File: config.mk
export PLATFORM = sky130hd
export DESIGN_NAME = velocity_command_safety_gate
export DESIGN_NICKNAME = d
export VERILOG_FILES = /design/src/vcsg_pkg.sv /design/src/velocity_command_safety_gate.sv
export SDC_FILE = /design/constraint.sdc
export NUM_CORES = 1
export LEC_CHECK = 0
export ABC_AREA = 0
export ABC_CLOCK_PERIOD_IN_PS = 9200
export BUFFER_PORTS_ARGS = -buffer_cell sky130_fd_sc_hd__buf_2
export CORE_ASPECT_RATIO = 0.75
export CORE_MARGIN = 2
export CORE_UTILIZATION = 65
export DETAILED_ROUTE_END_ITERATION = 10
export PLACE_DENSITY = 0.93
export REMOVE_ABC_BUFFERS = 1
export SYNTH_ARGS = -nofsm -noshare
export SYNTH_HDL_FRONTEND = slang
export SYNTH_SLANG_ARGS = --single-unit
File: constraint.sdc
create_clock -name clk -period 9.2 [get_ports clk]
set_clock_uncertainty 0.1 [all_clocks]
set_input_delay 0.92 -clock clk [delete_from_list [all_inputs] [get_ports clk]]
set_output_delay 0.92 -clock clk [all_outputs]
set_load 0.01 [all_outputs]
File: src/vcsg_pkg.sv
// Shared definitions for the velocity command safety gate.
// Event codes, gate reason codes, field widths and register reset values.
// No dependencies.
package vcsg_pkg;

  // Field widths
  localparam int OP_W     = 3;
  localparam int SPEED_W  = 16;
  localparam int LIMIT_W  = 15;
  localparam int TICKS_W  = 16;
  localparam int WINDOW_W = TICKS_W + 1;
  localparam int AGE_W    = 18;
  localparam int REASON_W = 3;
  localparam int PRIOR_W  = 4;

  // Stream payload widths, padded to whole bytes
  localparam int IN_DATA_W  = 72;
  localparam int OUT_DATA_W = 56;

  // APB port
  localparam int ADDR_W = 5;
  localparam int DATA_W = 32;

  // Event codes carried in s_tuser
  localparam logic [OP_W-1:0] OP_TICK    = 3'd0;
  localparam logic [OP_W-1:0] OP_COMMAND = 3'd1;
  localparam logic [OP_W-1:0] OP_ODOM    = 3'd2;
  localparam logic [OP_W-1:0] OP_TRAJ    = 3'd3;
  localparam logic [OP_W-1:0] OP_BEAT    = 3'd4;
  localparam logic [OP_W-1:0] OP_ESTOP   = 3'd5;
  localparam logic [OP_W-1:0] OP_ENABLE  = 3'd6;
  localparam logic [OP_W-1:0] OP_UNUSED  = 3'd7;

  // Gate reasons, in priority order after active
  localparam logic [REASON_W-1:0] REASON_ACTIVE   = 3'd0;
  localparam logic [REASON_W-1:0] REASON_DISABLED = 3'd1;
  localparam logic [REASON_W-1:0] REASON_ESTOP    = 3'd2;
  localparam logic [REASON_W-1:0] REASON_ODOM     = 3'd3;
  localparam logic [REASON_W-1:0] REASON_BEAT     = 3'd4;
  localparam logic [REASON_W-1:0] REASON_TRAJ     = 3'd5;
  localparam logic [REASON_W-1:0] REASON_CMD      = 3'd6;
  localparam logic [REASON_W-1:0] REASON_INVALID  = 3'd7;
  localparam logic [PRIOR_W-1:0]  PRIOR_NONE      = 4'd15;

  // Register indexes
  localparam logic [2:0] REG_LIMIT_VX   = 3'd0;
  localparam logic [2:0] REG_LIMIT_VY   = 3'd1;
  localparam logic [2:0] REG_LIMIT_VYAW = 3'd2;
  localparam logic [2:0] REG_ODOM_LIM   = 3'd3;
  localparam logic [2:0] REG_TRAJ_BASE  = 3'd4;
  localparam logic [2:0] REG_BEAT_LIM   = 3'd5;
  localparam logic [2:0] REG_CMD_LIM    = 3'd6;

  // Register reset values
  localparam logic [LIMIT_W-1:0] RST_LIMIT_VX   = 15'd307;
  localparam logic [LIMIT_W-1:0] RST_LIMIT_VY   = 15'd205;
  localparam logic [LIMIT_W-1:0] RST_LIMIT_VYAW = 15'd512;
  localparam logic [TICKS_W-1:0] RST_ODOM_LIM   = 16'd15;
  localparam logic [TICKS_W-1:0] RST_TRAJ_BASE  = 16'd50;
  localparam logic [TICKS_W-1:0] RST_BEAT_LIM   = 16'd20;
  localparam logic [TICKS_W-1:0] RST_CMD_LIM    = 16'd15;

  // Source index into seen flags and ages
  localparam int SRC_ODOM = 0;
  localparam int SRC_BEAT = 1;
  localparam int SRC_TRAJ = 2;
  localparam int SRC_CMD  = 3;
  localparam int NUM_SRC  = 4;

  // One input item
  typedef struct packed {
    logic [OP_W-1:0]           op;
    logic signed [SPEED_W-1:0] cmd_vx;
    logic signed [SPEED_W-1:0] cmd_vy;
    logic signed [SPEED_W-1:0] cmd_vyaw;
    logic                      cmd_is_finite;
    logic [TICKS_W-1:0]        span_ticks;
    logic                      level;
  } item_t;

  // Symmetric clamp of a signed speed to +/- lim
  function automatic logic signed [SPEED_W-1:0] clamp_speed(
    input logic signed [SPEED_W-1:0] v,
    input logic [LIMIT_W-1:0]        lim
  );
    logic signed [SPEED_W:0] vx;
    logic signed [SPEED_W:0] hi;
    logic signed [SPEED_W:0] lo;
    logic signed [SPEED_W:0] r;
    vx = {v[SPEED_W-1], v};
    hi = $signed({{(SPEED_W+1-LIMIT_W){1'b0}}, lim});
    lo = -hi;
    r  = vx;
    if (vx > hi) r = hi;
    if (vx < lo) r = lo;
    return r[SPEED_W-1:0];
  endfunction

endpackage

File: src/velocity_command_safety_gate.sv
// Velocity command safety gate: motion interlock with clamped command output.
// Uses vcsg_pkg for codes, widths, reset values and the clamp function.
//
// Usage:
//  Input stream (s_*): one event per transfer. s_tuser carries the event code
//  (tick, command, odometry, trajectory, heartbeat, emergency, enable); s_tdata
//  carries the command, finite flag, trajectory span and level.
//  Output stream (m_*): one transfer per tick event, with the clamped command or
//  zeros, the gate reason and a reason-changed flag. Other events give none.
//  Config (APB): seven registers at byte addresses 0..24, written by the user
//  only while idle; not enforced by the block. Reads return current values.
//  Flow: an accepted event is registered in the input register, then evaluated;
//  a tick's result enters the result register (m_tdata) once that slot is free.
//  Throughput: one event per cycle unless a tick waits on m_tready, set by the
//  single input register and the single result register.
//  Stall: while a result waits on m_tready, the input register still takes one
//  more event; non-tick events keep flowing, a second tick waits.
//  Reset (rst, synchronous): motion disabled, no source seen, ages and held
//  command zero, registers back to their defaults, both streams empty.
module velocity_command_safety_gate (
  input  logic                            clk,
  input  logic                            rst,
  // Input stream
  input  logic                            s_tvalid,
  output logic                            s_tready,
  // s_tdata, low bit up: cmd_vx[15:0], cmd_vy[15:0], cmd_vyaw[15:0],
  // cmd_is_finite, span_ticks[15:0], level, zero pad[5:0]
  input  logic [vcsg_pkg::IN_DATA_W-1:0]  s_tdata,
  // s_tuser: op[2:0]
  input  logic [vcsg_pkg::OP_W-1:0]       s_tuser,
  // Output stream
  output logic                            m_tvalid,
  input  logic                            m_tready,
  // m_tdata, low bit up: out_vx[15:0], out_vy[15:0], out_vyaw[15:0],
  // gate_reason[2:0], reason_changed, zero pad[3:0]
  output logic [vcsg_pkg::OUT_DATA_W-1:0] m_tdata,
  // Configuration port
  input  logic                            psel,
  input  logic                            penable,
  input  logic                            pwrite,
  input  logic [vcsg_pkg::ADDR_W-1:0]     paddr,
  input  logic [vcsg_pkg::DATA_W-1:0]     pwdata,
  output logic [vcsg_pkg::DATA_W-1:0]     prdata,
  output logic                            pready
);
  import vcsg_pkg::*;

  // Configuration registers
  logic [LIMIT_W-1:0] limit_vx;
  logic [LIMIT_W-1:0] limit_vy;
  logic [LIMIT_W-1:0] limit_vyaw;
  logic [TICKS_W-1:0] odom_limit_ticks;
  logic [TICKS_W-1:0] traj_base_ticks;
  logic [TICKS_W-1:0] beat_limit_ticks;
  logic [TICKS_W-1:0] cmd_limit_ticks;

  // Gate state
  logic                      motion_enabled;
  logic                      estop_active;
  logic [NUM_SRC-1:0]        seen_flags;
  logic [AGE_W-1:0]          source_ages [NUM_SRC];
  logic [WINDOW_W-1:0]       traj_window;
  logic signed [SPEED_W-1:0] held_vx;
  logic signed [SPEED_W-1:0] held_vy;
  logic signed [SPEED_W-1:0] held_vyaw;
  logic                      held_finite;
  logic [PRIOR_W-1:0]        prior_reason;

  // Input register
  logic  in_valid;
  item_t in_item;

  // Result register
  logic signed [SPEED_W-1:0] out_vx;
  logic signed [SPEED_W-1:0] out_vy;
  logic signed [SPEED_W-1:0] out_vyaw;
  logic [REASON_W-1:0]       gate_reason;
  logic                      reason_changed;

  logic cfg_write;
  logic is_tick;
  logic advance;
  logic s_xfer;

  logic [AGE_W-1:0]          ages_next [NUM_SRC];
  logic [REASON_W-1:0]       reason_next;
  logic signed [SPEED_W-1:0] vx_next;
  logic signed [SPEED_W-1:0] vy_next;
  logic signed [SPEED_W-1:0] vyaw_next;

  // APB: always ready, write on access phase
  assign pready    = 1'b1;
  assign cfg_write = psel && penable && pwrite && pready;

  always_ff @(posedge clk) begin
    if (rst) begin
      limit_vx         <= RST_LIMIT_VX;
      limit_vy         <= RST_LIMIT_VY;
      limit_vyaw       <= RST_LIMIT_VYAW;
      odom_limit_ticks <= RST_ODOM_LIM;
      traj_base_ticks  <= RST_TRAJ_BASE;
      beat_limit_ticks <= RST_BEAT_LIM;
      cmd_limit_ticks  <= RST_CMD_LIM;
    end else if (cfg_write) begin
      unique case (paddr[4:2])
        REG_LIMIT_VX:   limit_vx         <= pwdata[LIMIT_W-1:0];
        REG_LIMIT_VY:   limit_vy         <= pwdata[LIMIT_W-1:0];
        REG_LIMIT_VYAW: limit_vyaw       <= pwdata[LIMIT_W-1:0];
        REG_ODOM_LIM:   odom_limit_ticks <= pwdata[TICKS_W-1:0];
        REG_TRAJ_BASE:  traj_base_ticks  <= pwdata[TICKS_W-1:0];
        REG_BEAT_LIM:   beat_limit_ticks <= pwdata[TICKS_W-1:0];
        REG_CMD_LIM:    cmd_limit_ticks  <= pwdata[TICKS_W-1:0];
        default: ;
      endcase
    end
  end

  // Register readback
  always_comb begin
    unique case (paddr[4:2])
      REG_LIMIT_VX:   prdata = {{(DATA_W-LIMIT_W){1'b0}}, limit_vx};
      REG_LIMIT_VY:   prdata = {{(DATA_W-LIMIT_W){1'b0}}, limit_vy};
      REG_LIMIT_VYAW: prdata = {{(DATA_W-LIMIT_W){1'b0}}, limit_vyaw};
      REG_ODOM_LIM:   prdata = {{(DATA_W-TICKS_W){1'b0}}, odom_limit_ticks};
      REG_TRAJ_BASE:  prdata = {{(DATA_W-TICKS_W){1'b0}}, traj_base_ticks};
      REG_BEAT_LIM:   prdata = {{(DATA_W-TICKS_W){1'b0}}, beat_limit_ticks};
      REG_CMD_LIM:    prdata = {{(DATA_W-TICKS_W){1'b0}}, cmd_limit_ticks};
      default:        prdata = '0;
    endcase
  end

  // Handshake: a tick needs a free result slot, other events always proceed
  assign is_tick  = (in_item.op == OP_TICK);
  assign advance  = in_valid && (!is_tick || !m_tvalid || m_tready);
  assign s_tready = !in_valid || advance;
  assign s_xfer   = s_tvalid && s_tready;

  // Input register
  always_ff @(posedge clk) begin
    if (rst) begin
      in_valid <= 1'b0;
    end else if (s_tready) begin
      in_valid <= s_tvalid;
    end
  end

  always_ff @(posedge clk) begin
    if (s_xfer) begin
      in_item.op            <= s_tuser;
      in_item.cmd_vx        <= s_tdata[15:0];
      in_item.cmd_vy        <= s_tdata[31:16];
      in_item.cmd_vyaw      <= s_tdata[47:32];
      in_item.cmd_is_finite <= s_tdata[48];
      in_item.span_ticks    <= s_tdata[64:49];
      in_item.level         <= s_tdata[65];
    end
  end

  // Saturating age increment for a tick
  always_comb begin
    for (int i = 0; i < NUM_SRC; i++) begin
      ages_next[i] = (&source_ages[i]) ? source_ages[i] : source_ages[i] + 1'b1;
    end
  end

  // Reason priority on the aged values
  always_comb begin
    priority if (!motion_enabled)
      reason_next = REASON_DISABLED;
    else if (estop_active)
      reason_next = REASON_ESTOP;
    else if (!seen_flags[SRC_ODOM] ||
             ages_next[SRC_ODOM] > {{(AGE_W-TICKS_W){1'b0}}, odom_limit_ticks})
      reason_next = REASON_ODOM;
    else if (!seen_flags[SRC_BEAT] ||
             ages_next[SRC_BEAT] > {{(AGE_W-TICKS_W){1'b0}}, beat_limit_ticks})
      reason_next = REASON_BEAT;
    else if (!seen_flags[SRC_TRAJ] ||
             ages_next[SRC_TRAJ] > {{(AGE_W-WINDOW_W){1'b0}}, traj_window})
      reason_next = REASON_TRAJ;
    else if (!seen_flags[SRC_CMD] ||
             ages_next[SRC_CMD] > {{(AGE_W-TICKS_W){1'b0}}, cmd_limit_ticks})
      reason_next = REASON_CMD;
    else if (!held_finite)
      reason_next = REASON_INVALID;
    else
      reason_next = REASON_ACTIVE;
  end

  // Clamp and gate the held command
  always_comb begin
    if (reason_next == REASON_ACTIVE) begin
      vx_next   = clamp_speed(held_vx, limit_vx);
      vy_next   = clamp_speed(held_vy, limit_vy);
      vyaw_next = clamp_speed(held_vyaw, limit_vyaw);
    end else begin
      vx_next   = '0;
      vy_next   = '0;
      vyaw_next = '0;
    end
  end

  // State update, one event per cycle unless a tick waits on the result slot
  always_ff @(posedge clk) begin
    if (rst) begin
      motion_enabled <= 1'b0;
      estop_active   <= 1'b0;
      seen_flags     <= '0;
      for (int i = 0; i < NUM_SRC; i++) source_ages[i] <= '0;
      traj_window    <= '0;
      held_vx        <= '0;
      held_vy        <= '0;
      held_vyaw      <= '0;
      held_finite    <= 1'b1;
      prior_reason   <= PRIOR_NONE;
    end else if (advance) begin
      unique case (in_item.op)
        OP_TICK: begin
          for (int i = 0; i < NUM_SRC; i++) source_ages[i] <= ages_next[i];
          prior_reason <= {1'b0, reason_next};
        end
        OP_COMMAND: begin
          held_vx               <= in_item.cmd_vx;
          held_vy               <= in_item.cmd_vy;
          held_vyaw             <= in_item.cmd_vyaw;
          held_finite           <= in_item.cmd_is_finite;
          source_ages[SRC_CMD]  <= '0;
          seen_flags[SRC_CMD]   <= 1'b1;
        end
        OP_ODOM: begin
          source_ages[SRC_ODOM] <= '0;
          seen_flags[SRC_ODOM]  <= 1'b1;
        end
        OP_TRAJ: begin
          traj_window           <= {1'b0, traj_base_ticks} + {1'b0, in_item.span_ticks};
          source_ages[SRC_TRAJ] <= '0;
          seen_flags[SRC_TRAJ]  <= 1'b1;
        end
        OP_BEAT: begin
          source_ages[SRC_BEAT] <= '0;
          seen_flags[SRC_BEAT]  <= 1'b1;
        end
        OP_ESTOP: begin
          estop_active <= in_item.level;
        end
        OP_ENABLE: begin
          motion_enabled <= in_item.level;
          if (!in_item.level) begin
            held_vx     <= '0;
            held_vy     <= '0;
            held_vyaw   <= '0;
            held_finite <= 1'b1;
          end
        end
        OP_UNUSED: ;
        default: ;
      endcase
    end
  end

  // Result register control
  always_ff @(posedge clk) begin
    if (rst) begin
      m_tvalid <= 1'b0;
    end else if (advance && is_tick) begin
      m_tvalid <= 1'b1;
    end else if (m_tready) begin
      m_tvalid <= 1'b0;
    end
  end

  // Result register payload
  always_ff @(posedge clk) begin
    if (advance && is_tick) begin
      out_vx         <= vx_next;
      out_vy         <= vy_next;
      out_vyaw       <= vyaw_next;
      gate_reason    <= reason_next;
      reason_changed <= ({1'b0, reason_next} != prior_reason);
    end
  end

  assign m_tdata = {4'b0, reason_changed, gate_reason, out_vyaw, out_vy, out_vx};

  // A blocked result must not be overwritten by a later tick
  a_no_overwrite: assert property (@(posedge clk) disable iff (rst)
    m_tvalid && !m_tready |-> !(advance && is_tick))
    else $error("tick result overwrote a pending result");

  // A gated result carries zero motion
  a_gated_zero: assert property (@(posedge clk) disable iff (rst)
    m_tvalid && gate_reason != REASON_ACTIVE |->
      out_vx == '0 && out_vy == '0 && out_vyaw == '0)
    else $error("nonzero motion while gated");

  // The first tick after reset always flags a reason change
  a_first_change: assert property (@(posedge clk) disable iff (rst)
    advance && is_tick && prior_reason == PRIOR_NONE |=> reason_changed)
    else $error("first tick did not flag a reason change");

  // Disabling clears the held command
  a_disable_clears: assert property (@(posedge clk) disable iff (rst)
    advance && in_item.op == OP_ENABLE && !in_item.level |=>
      held_vx == '0 && held_vy == '0 && held_vyaw == '0 && held_finite)
    else $error("disable did not clear held command");

  // Input side only stalls while a tick waits on the result slot
  a_stall_cause: assert property (@(posedge clk) disable iff (rst)
    !s_tready |-> in_valid && is_tick && m_tvalid && !m_tready)
    else $error("input stalled without a blocked tick");

endmodule

==> results of run 1 <==
-- routing by layer --
metal  global-route usage [%]  up-vias  part of all wire (%)
met5                        0        -                 0.019
met3                     6.01      218                    10
met2                     53.7     1083                    44
li1                         -     9038                     -
met4                     15.9        2                   4.7
met1                     47.5     9317                    41
-- how the worst max path moves through the flow --
| stage | startpoint | cells past startpoint | slack (ns) | end |
|---|---|---|---|---|
| floorplan | limit_vx[1] | 16 | 3.69 | out_vx[0] |
| global placement | limit_vx[1] | 17 | 3.31 | out_vx[0] |
| detailed placement | limit_vx[1] | 17 | 3.19 | out_vx[0] |
| CTS | limit_vx[0] | 17 | 3.16 | out_vx[0] |
| global route | limit_vx[1] | 17 | 2.86 | out_vx[0] |
| finish | limit_vx[0] | 17 | 3.07 | out_vx[0] |
-- layout make-up --
type | count | area share [%]
Clock inverter | 10 | 0.330
Inverter | 153 | 2.37
Antenna cell | 2 | 0.0206
Multi-Input combinational cell | 1851 | 48.5
Sequential cell | 380 | 37.8
Timing Repair Buffer | 180 | 3.90
Clock buffer | 60 | 4.77
Tap cell | 450 | 2.32
-- synth_stat cells (14+ instances only) --
cell	number
nor2_1	205
edfxtp_1	157
xnor2_1	88
a21oi_1	238
a21o_1	22
dfxtp_1	223
a31oi_1	18
nand3_1	122
or3_1	25
nor4_1	14
nor2b_1	53
xor2_1	41
a221oi_1	28
nand2_1	354
a211oi_1	17
clkbuf_1	118
inv_1	153
and3_1	17
ha_1	181
or3_4	19
nand4_1	48
nor3_1	58
a211o_1	21
mux2i_1	24
o21ai_0	87
buf_4	22
-- worst register-to-register path: stages, from the launching register on --
cell and delay (ns):
dfxtp_1 0.37, inv_1 0.10, ha_1 0.23, or3b_4 0.42
or3_4 0.37, or3_4 0.37, or3_4 0.37, or3_4 0.36
xnor2_1 0.13, ha_1 0.31, nand4_1 0.17, or4_1 0.57
a21oi_1 0.15, o31a_1 0.15, buf_4 0.31, nor2b_1 1.05
mux2i_1 0.28, nor2_1 0.05
-- where the power goes --
group	internal (uW)	leakage [uW]	switching, uW
logic	101	0.00547	191
clock network	896	0.000607	665
registers	1790	0.00325	31.5
-- per-stage QoR --
step / hold WS (ns) / total power, uW / cells
after floorplan: 0.326 / 2010 / 2384
after global placement: 0.341 / 2120 / 3014
after detailed placement: 0.347 / 2140 / 3014
after CTS: 0.355 / 3670 / 3084
after global routing: 0.374 / 3780 / 3086
final: 0.358 / 3680 / 3086
-- registers in the layout (all words and copies together) (netlist names), 3 cells and up --
register	count
source_ages	72
in_item	69
traj_window	17
beat_limit_ticks	16
cmd_limit_ticks	16
held_vx	16
held_vy	16
held_vyaw	16
odom_limit_ticks	16
out_vx	16
out_vy	16
out_vyaw	16
traj_base_ticks	16
limit_vx	15
limit_vy	15
limit_vyaw	15
prior_reason	4
seen_flags	4
gate_reason	3
-- cell families (layout without fill, tap and decap cells) --
| family | count (synthesis) | count (layout) | synth area share, % |
|---|---|---|---|
| multiplexers | 39 | 39 | 2.38 |
| other | 2 | 23 | 0.0340 |
| AO/OA/AOI/OAI | 511 | 511 | 14.1 |
| AND/OR/NAND/NOR | 969 | 969 | 20.8 |
| buffers and inverters | 308 | 403 | 5.69 |
| flip-flops | 380 | 380 | 41.5 |
| adder cells (fa/ha/maj) | 182 | 182 | 10.3 |
| XOR/XNOR | 129 | 129 | 5.11 |
==> flow_metrics.env, run 1 <==
export IMPL_status="complete, no violations"
export IMPL_cts_inserted_buffers=38
export IMPL_synth_edf_count=157
export IMPL_path_buf_inv=2
export IMPL_drive_gt1_share_pct=10.9
export IMPL_critPathCaptureType="register"
export IMPL_worst_r2r_cell_count=17
export IMPL_design_area_mm2=0.0243
export IMPL_min_to="traj_window[13]"
export IMPL_rsz0062_at_grt="false"
export IMPL_drv_cap=0
export IMPL_num_rows=58
export IMPL_io_buffer_count=164
export IMPL_cts_tree="done"
export IMPL_dpl_hpwl_um=44500
export IMPL_initial_core_util_pct=65.9
export IMPL_track_usage_pct=34.6
export IMPL_synthTopCellsByArea="edfxtp_1 (21%), dfxtp_1 (20%), ha_1 (10%)"
export IMPL_regToRegSetupSlack_ns=3.07
export IMPL_critPathMaxStageDelay_ns=1.04
export IMPL_grt_overflow_total=0
export IMPL_ys_ff_latch=380
export IMPL_wl_per_cell_um=20.1
export IMPL_p_per_area_mw_per_mm2=151
export IMPL_firstDrtPassIters=8
export IMPL_relSlewSlack_pct=14.6
export IMPL_grt_pass1_wl_um=97500
export IMPL_crit_fanout=32
export IMPL_drt_initial_drc_count=2197
export IMPL_fin_crit_ns=6.13
export IMPL_fp_dieH_um=164
export IMPL_whs_path_depth=2
export IMPL_grt_pass1_vias=18656
export IMPL_area_growth_pct=9.87
export IMPL_required_ns=9.38
export IMPL_syn_cell_area_mm2=0.0221
export IMPL_final_nets=2905
export IMPL_gp_congestion=0.926
export IMPL_path_class="reg -> reg"
export IMPL_syn_avg_cell_area_um2=8.77
export IMPL_cts_hold_buffers_added=0
export IMPL_fin_crit_sh_pct=66.6
export IMPL_yosysWarningCount=0
export IMPL_ys_flop_type="dfxtp_1"
export IMPL_ir_drop_uv=157
export IMPL_vias=19658
export IMPL_p_leak_uw=0.00932
export IMPL_r2r_start="limit_vx[0]"
export IMPL_htree_levels=2
export IMPL_place_area_mm2=0.0230
export IMPL_worstPathArrival_ns=6.31
export IMPL_crit_chain="inv_1 > ha_1 > or3b_4 > or3_4 > or3_4 > or3_4 > or3_4 > xnor2_1 > ha_1 > nand4_1 > or4_1 > a21oi_1 > o31a_1 > buf_4 > nor2b_1 > mux2i_1 > nor2_1"
export IMPL_cts_resized=0
export IMPL_post_route_util_pct=72.4
export IMPL_post_synth_num_cell_types=75
export IMPL_synthArstFlopShare_pct=0
export IMPL_clock_latency_ns=0.55
export IMPL_clock_sinks=380
export IMPL_postCtsSetupRepairBufs=0
export IMPL_drt_wl_total_um=62000
export IMPL_ys_seq_area_share_pct=41.5
export IMPL_mostFrequentLayoutCells="nand2_1 (354), a21oi_1 (238), dfxtp_1 (223)"
export IMPL_dieArea_mm2=0.0355
export IMPL_antenna_found_initial=3
export IMPL_worst_hold_path_type="reg -> reg"
export IMPL_mostFrequentLayoutCell="nand2_1"
export IMPL_fin_setup_tns_ns=0
export IMPL_clk_path_buf_depth=3
export IMPL_fmax_ghz=0.163
export IMPL_setup_ws_ns=3.07
export IMPL_nFillCells=2417
export IMPL_die_x_um=217
export IMPL_startpoint_type="register"
export IMPL_place_ws_ns=3.19
export IMPL_vias_per_cell=6.37
export IMPL_cp_top_family="simple AND/OR/NAND/NOR gates"
export IMPL_worstHoldStart="traj_window[13]"
export IMPL_grt_max_degree=105
export IMPL_seqCellArea_mm2=0.00918
export IMPL_drc_errors=0
export IMPL_final_hold_viol_count=0
export IMPL_clockRootBuffer="clkbuf_16"
export IMPL_clkTransAtPathRegs_ns=0.06
export IMPL_coreArea_mm2=0.0335
export IMPL_multiInputGateArea_mm2=0.0118
export IMPL_finalMaxSlewViolations=0
export IMPL_worst_pin_slew_ns=1.28
export IMPL_final_antenna_net_count=0
export IMPL_setup_viol=0
export IMPL_netlist_top_cell_by_area="edfxtp_1"
export IMPL_path_common_cell="or3_4"
export IMPL_slowest_stage="nor2b_1"
export IMPL_pin_count=210
export IMPL_synth_cells=2520
export IMPL_timing_rr_end="out_vx[0]"
export IMPL_yosysTopAreaCellShare_pct=21.3
(Power assumes the default switching activity.)
==> run 2, diff against run 1 <==
--- a/config.mk
+++ b/config.mk
@@ -6,13 +6,13 @@
 export NUM_CORES = 1
 export LEC_CHECK = 0
 export ABC_AREA = 0
-export ABC_CLOCK_PERIOD_IN_PS = 9200
+export ABC_CLOCK_PERIOD_IN_PS = 5500
 export BUFFER_PORTS_ARGS = -buffer_cell sky130_fd_sc_hd__buf_2
 export CORE_ASPECT_RATIO = 0.75
 export CORE_MARGIN = 2
-export CORE_UTILIZATION = 65
+export CORE_UTILIZATION = 55
 export DETAILED_ROUTE_END_ITERATION = 10
-export PLACE_DENSITY = 0.93
+export PLACE_DENSITY = 0.85
 export REMOVE_ABC_BUFFERS = 1
 export SYNTH_ARGS = -nofsm -noshare
 export SYNTH_HDL_FRONTEND = slang
==> constraint.sdc (replaced) <==
create_clock -name clk -period 5.5 [get_ports clk]
set_clock_uncertainty 0.1 [all_clocks]
set_input_delay 0.55 -clock clk [delete_from_list [all_inputs] [get_ports clk]]
set_output_delay 0.55 -clock clk [all_outputs]
set_load 0.01 [all_outputs]
==> flow_metrics.env, run 2 (same netlist as run 1, synthesis figures left out) <==
export IMPL_setup_viol=0
export IMPL_firstDrtPassIters=6
export IMPL_path_class="reg -> reg"
export IMPL_wl_per_cell_um=19.7
export IMPL_critPathCaptureType="register"
export IMPL_reg_largest_list="source_ages (72), in_item (69), traj_window (17)"
export IMPL_worstHoldStart="s_tdata[65]"
export IMPL_crit_fanout=13
export IMPL_dpl_hpwl_um=45400
export IMPL_slowest_stage="or3b_4"
export IMPL_dieArea_mm2=0.0418
export IMPL_track_usage_pct=29.0
export IMPL_gp_congestion=0.936
export IMPL_path_buf_inv=1
export IMPL_startpoint="limit_vx[1]"
export IMPL_worst_hold_path_type="in -> reg"
export IMPL_fmax_ghz=0.192
export IMPL_cp_top_family="simple AND/OR/NAND/NOR gates"
export IMPL_antenna_found_initial=8
export IMPL_clk_path_buf_depth=3
export IMPL_path_common_cell="or3_4"
export IMPL_cts_hold_buffers_added=0
export IMPL_cts_inserted_buffers=39
export IMPL_required_ns=5.67
export IMPL_dr_wl_met2_um=27700
export IMPL_mostFrequentLayoutCell="nand2_1"
export IMPL_vias_per_cell=6.12
export IMPL_coreArea_mm2=0.0396
export IMPL_clock_latency_ns=0.55
export IMPL_status="complete, no violations"
export IMPL_final_hold_viol_count=0
export IMPL_grt_max_degree=113
export IMPL_grt_pass1_wl_um=97100
export IMPL_htree_levels=2
export IMPL_num_rows=63
export IMPL_p_leak_uw=0.00945
export IMPL_pin_count=210
export IMPL_fin_setup_tns_ns=0
export IMPL_drive_gt1_share_pct=11.7
export IMPL_ir_drop_uv=185
export IMPL_critPathMaxStageDelay_ns=0.41
export IMPL_r2r_start="limit_vx[1]"
export IMPL_final_nets=2920
export IMPL_startpoint_type="register"
export IMPL_grt_overflow_total=0
export IMPL_timing_hold_ws_ns=0.0712
export IMPL_vias=19404
export IMPL_p_per_area_mw_per_mm2=255
export IMPL_area_growth_pct=11.3
export IMPL_routed_top_layer="met5"
export IMPL_regMostFlops="source_ages"
export IMPL_drv_cap=0
export IMPL_die_x_um=235
export IMPL_initial_core_util_pct=55.8
export IMPL_final_antenna_net_count=0
export IMPL_worst_pin_slew_ns=1.14
export IMPL_post_route_util_pct=62.1
export IMPL_relSlewSlack_pct=24.1
export IMPL_worstPathArrival_ns=5.38
export IMPL_fin_crit_sh_pct=94.7
export IMPL_drc_errors=0
export IMPL_place_area_mm2=0.0232
export IMPL_crit_chain="inv_1 > ha_1 > or3b_4 > or3_4 > or3_4 > or3_4 > or3_4 > or3_4 > xnor2_1 > ha_1 > a21o_1 > a211oi_1 > nand3_1 > o31a_1 > nand2_4 > o21ai_0 > a221oi_1 > nor2_1"
export IMPL_drt_initial_drc_count=2432
export IMPL_rsz0062_at_grt="false"
export IMPL_clock_sinks=380
export IMPL_clockRootBuffer="clkbuf_16"
export IMPL_wl_met3_um=5570
export IMPL_clkTransAtPathRegs_ns=0.07
export IMPL_io_buffer_count=164
export IMPL_postCtsSetupRepairBufs=0
export IMPL_drt_wl_total_um=62600
export IMPL_design_area_mm2=0.0246
export IMPL_fp_dieH_um=178
export IMPL_fin_crit_ns=5.21
export IMPL_grt_pass1_vias=18277
export IMPL_finalMaxSlewViolations=0
export IMPL_mostFrequentLayoutCells="nand2_1 (353), a21oi_1 (238), dfxtp_1 (223)"
export IMPL_largest_reg_flops=72
export IMPL_m1WireLength_um=26500
export IMPL_cts_tree="done"
-- run 2: cell count changes in the layout (fill, tap and decap cells not counted), sizes merged --
cell | previous run | this run
bufinv | 1 | 3
buf | 180 | 194
diode | 2 | 5
clkinvlp | 2 | 0
-- run 2: per-layer routing --
metal	up-vias	track usage [%]
li1	9084	-
met1	9196	38.7
met2	915	46.1
met3	205	6.04
met4	4	12.5
met5	-	0
-- run 2: what timing repair did --
action / CTS / global route
setup endpoints to repair: 1 / 44
pin swaps: 0 / 0
cloned: 0 / 0
resized for setup: 1 / 8
-- run 2: layout make-up --
cell class / instances / area, um2
inverter: 153 / 574
antenna: 5 / 12.5
timing repair buffer: 194 / 1060
multi-input combinational: 1851 / 11800
tap: 520 / 651
clock buffer: 60 / 1180
clock inverter: 10 / 129
fill: 3162 / 15000
sequential: 380 / 9180
-- run 2: path summary, 6_finish.rpt --
| path | end | slack (ns) | cells past startpoint |
|---|---|---|---|
| setup / recovery | out_vx[3] | 0.29 | 18 |
| hold / removal | in_item[0] | 0.07 | 1 |
| setup reg to reg | out_vx[3] | 0.29 | 18 |
| hold reg to reg | traj_window[13] | 0.35 | 2 |
-- run 2: per-stage QoR --
step	total power [uW]	setup slack (ns)	std cells
3_5_place_dp	3580	0.0108	3098
4_1_cts	6280	0.0934	3168
6_report	6280	0.293	3173
5_1_grt	6460	0.0191	3172
2_1_floorplan	3370	-0.00936	2384
3_3_place_gp	3560	0.0950	3098
-- run 2: power breakdown --
part / total (uW) / leakage (uW) / internal, uW / switching, uW
clock network: 2730 / 0.000650 / 1620 / 1120
registers: 3050 / 0.00325 / 3000 / 51.7
logic: 494 / 0.00555 / 173 / 321
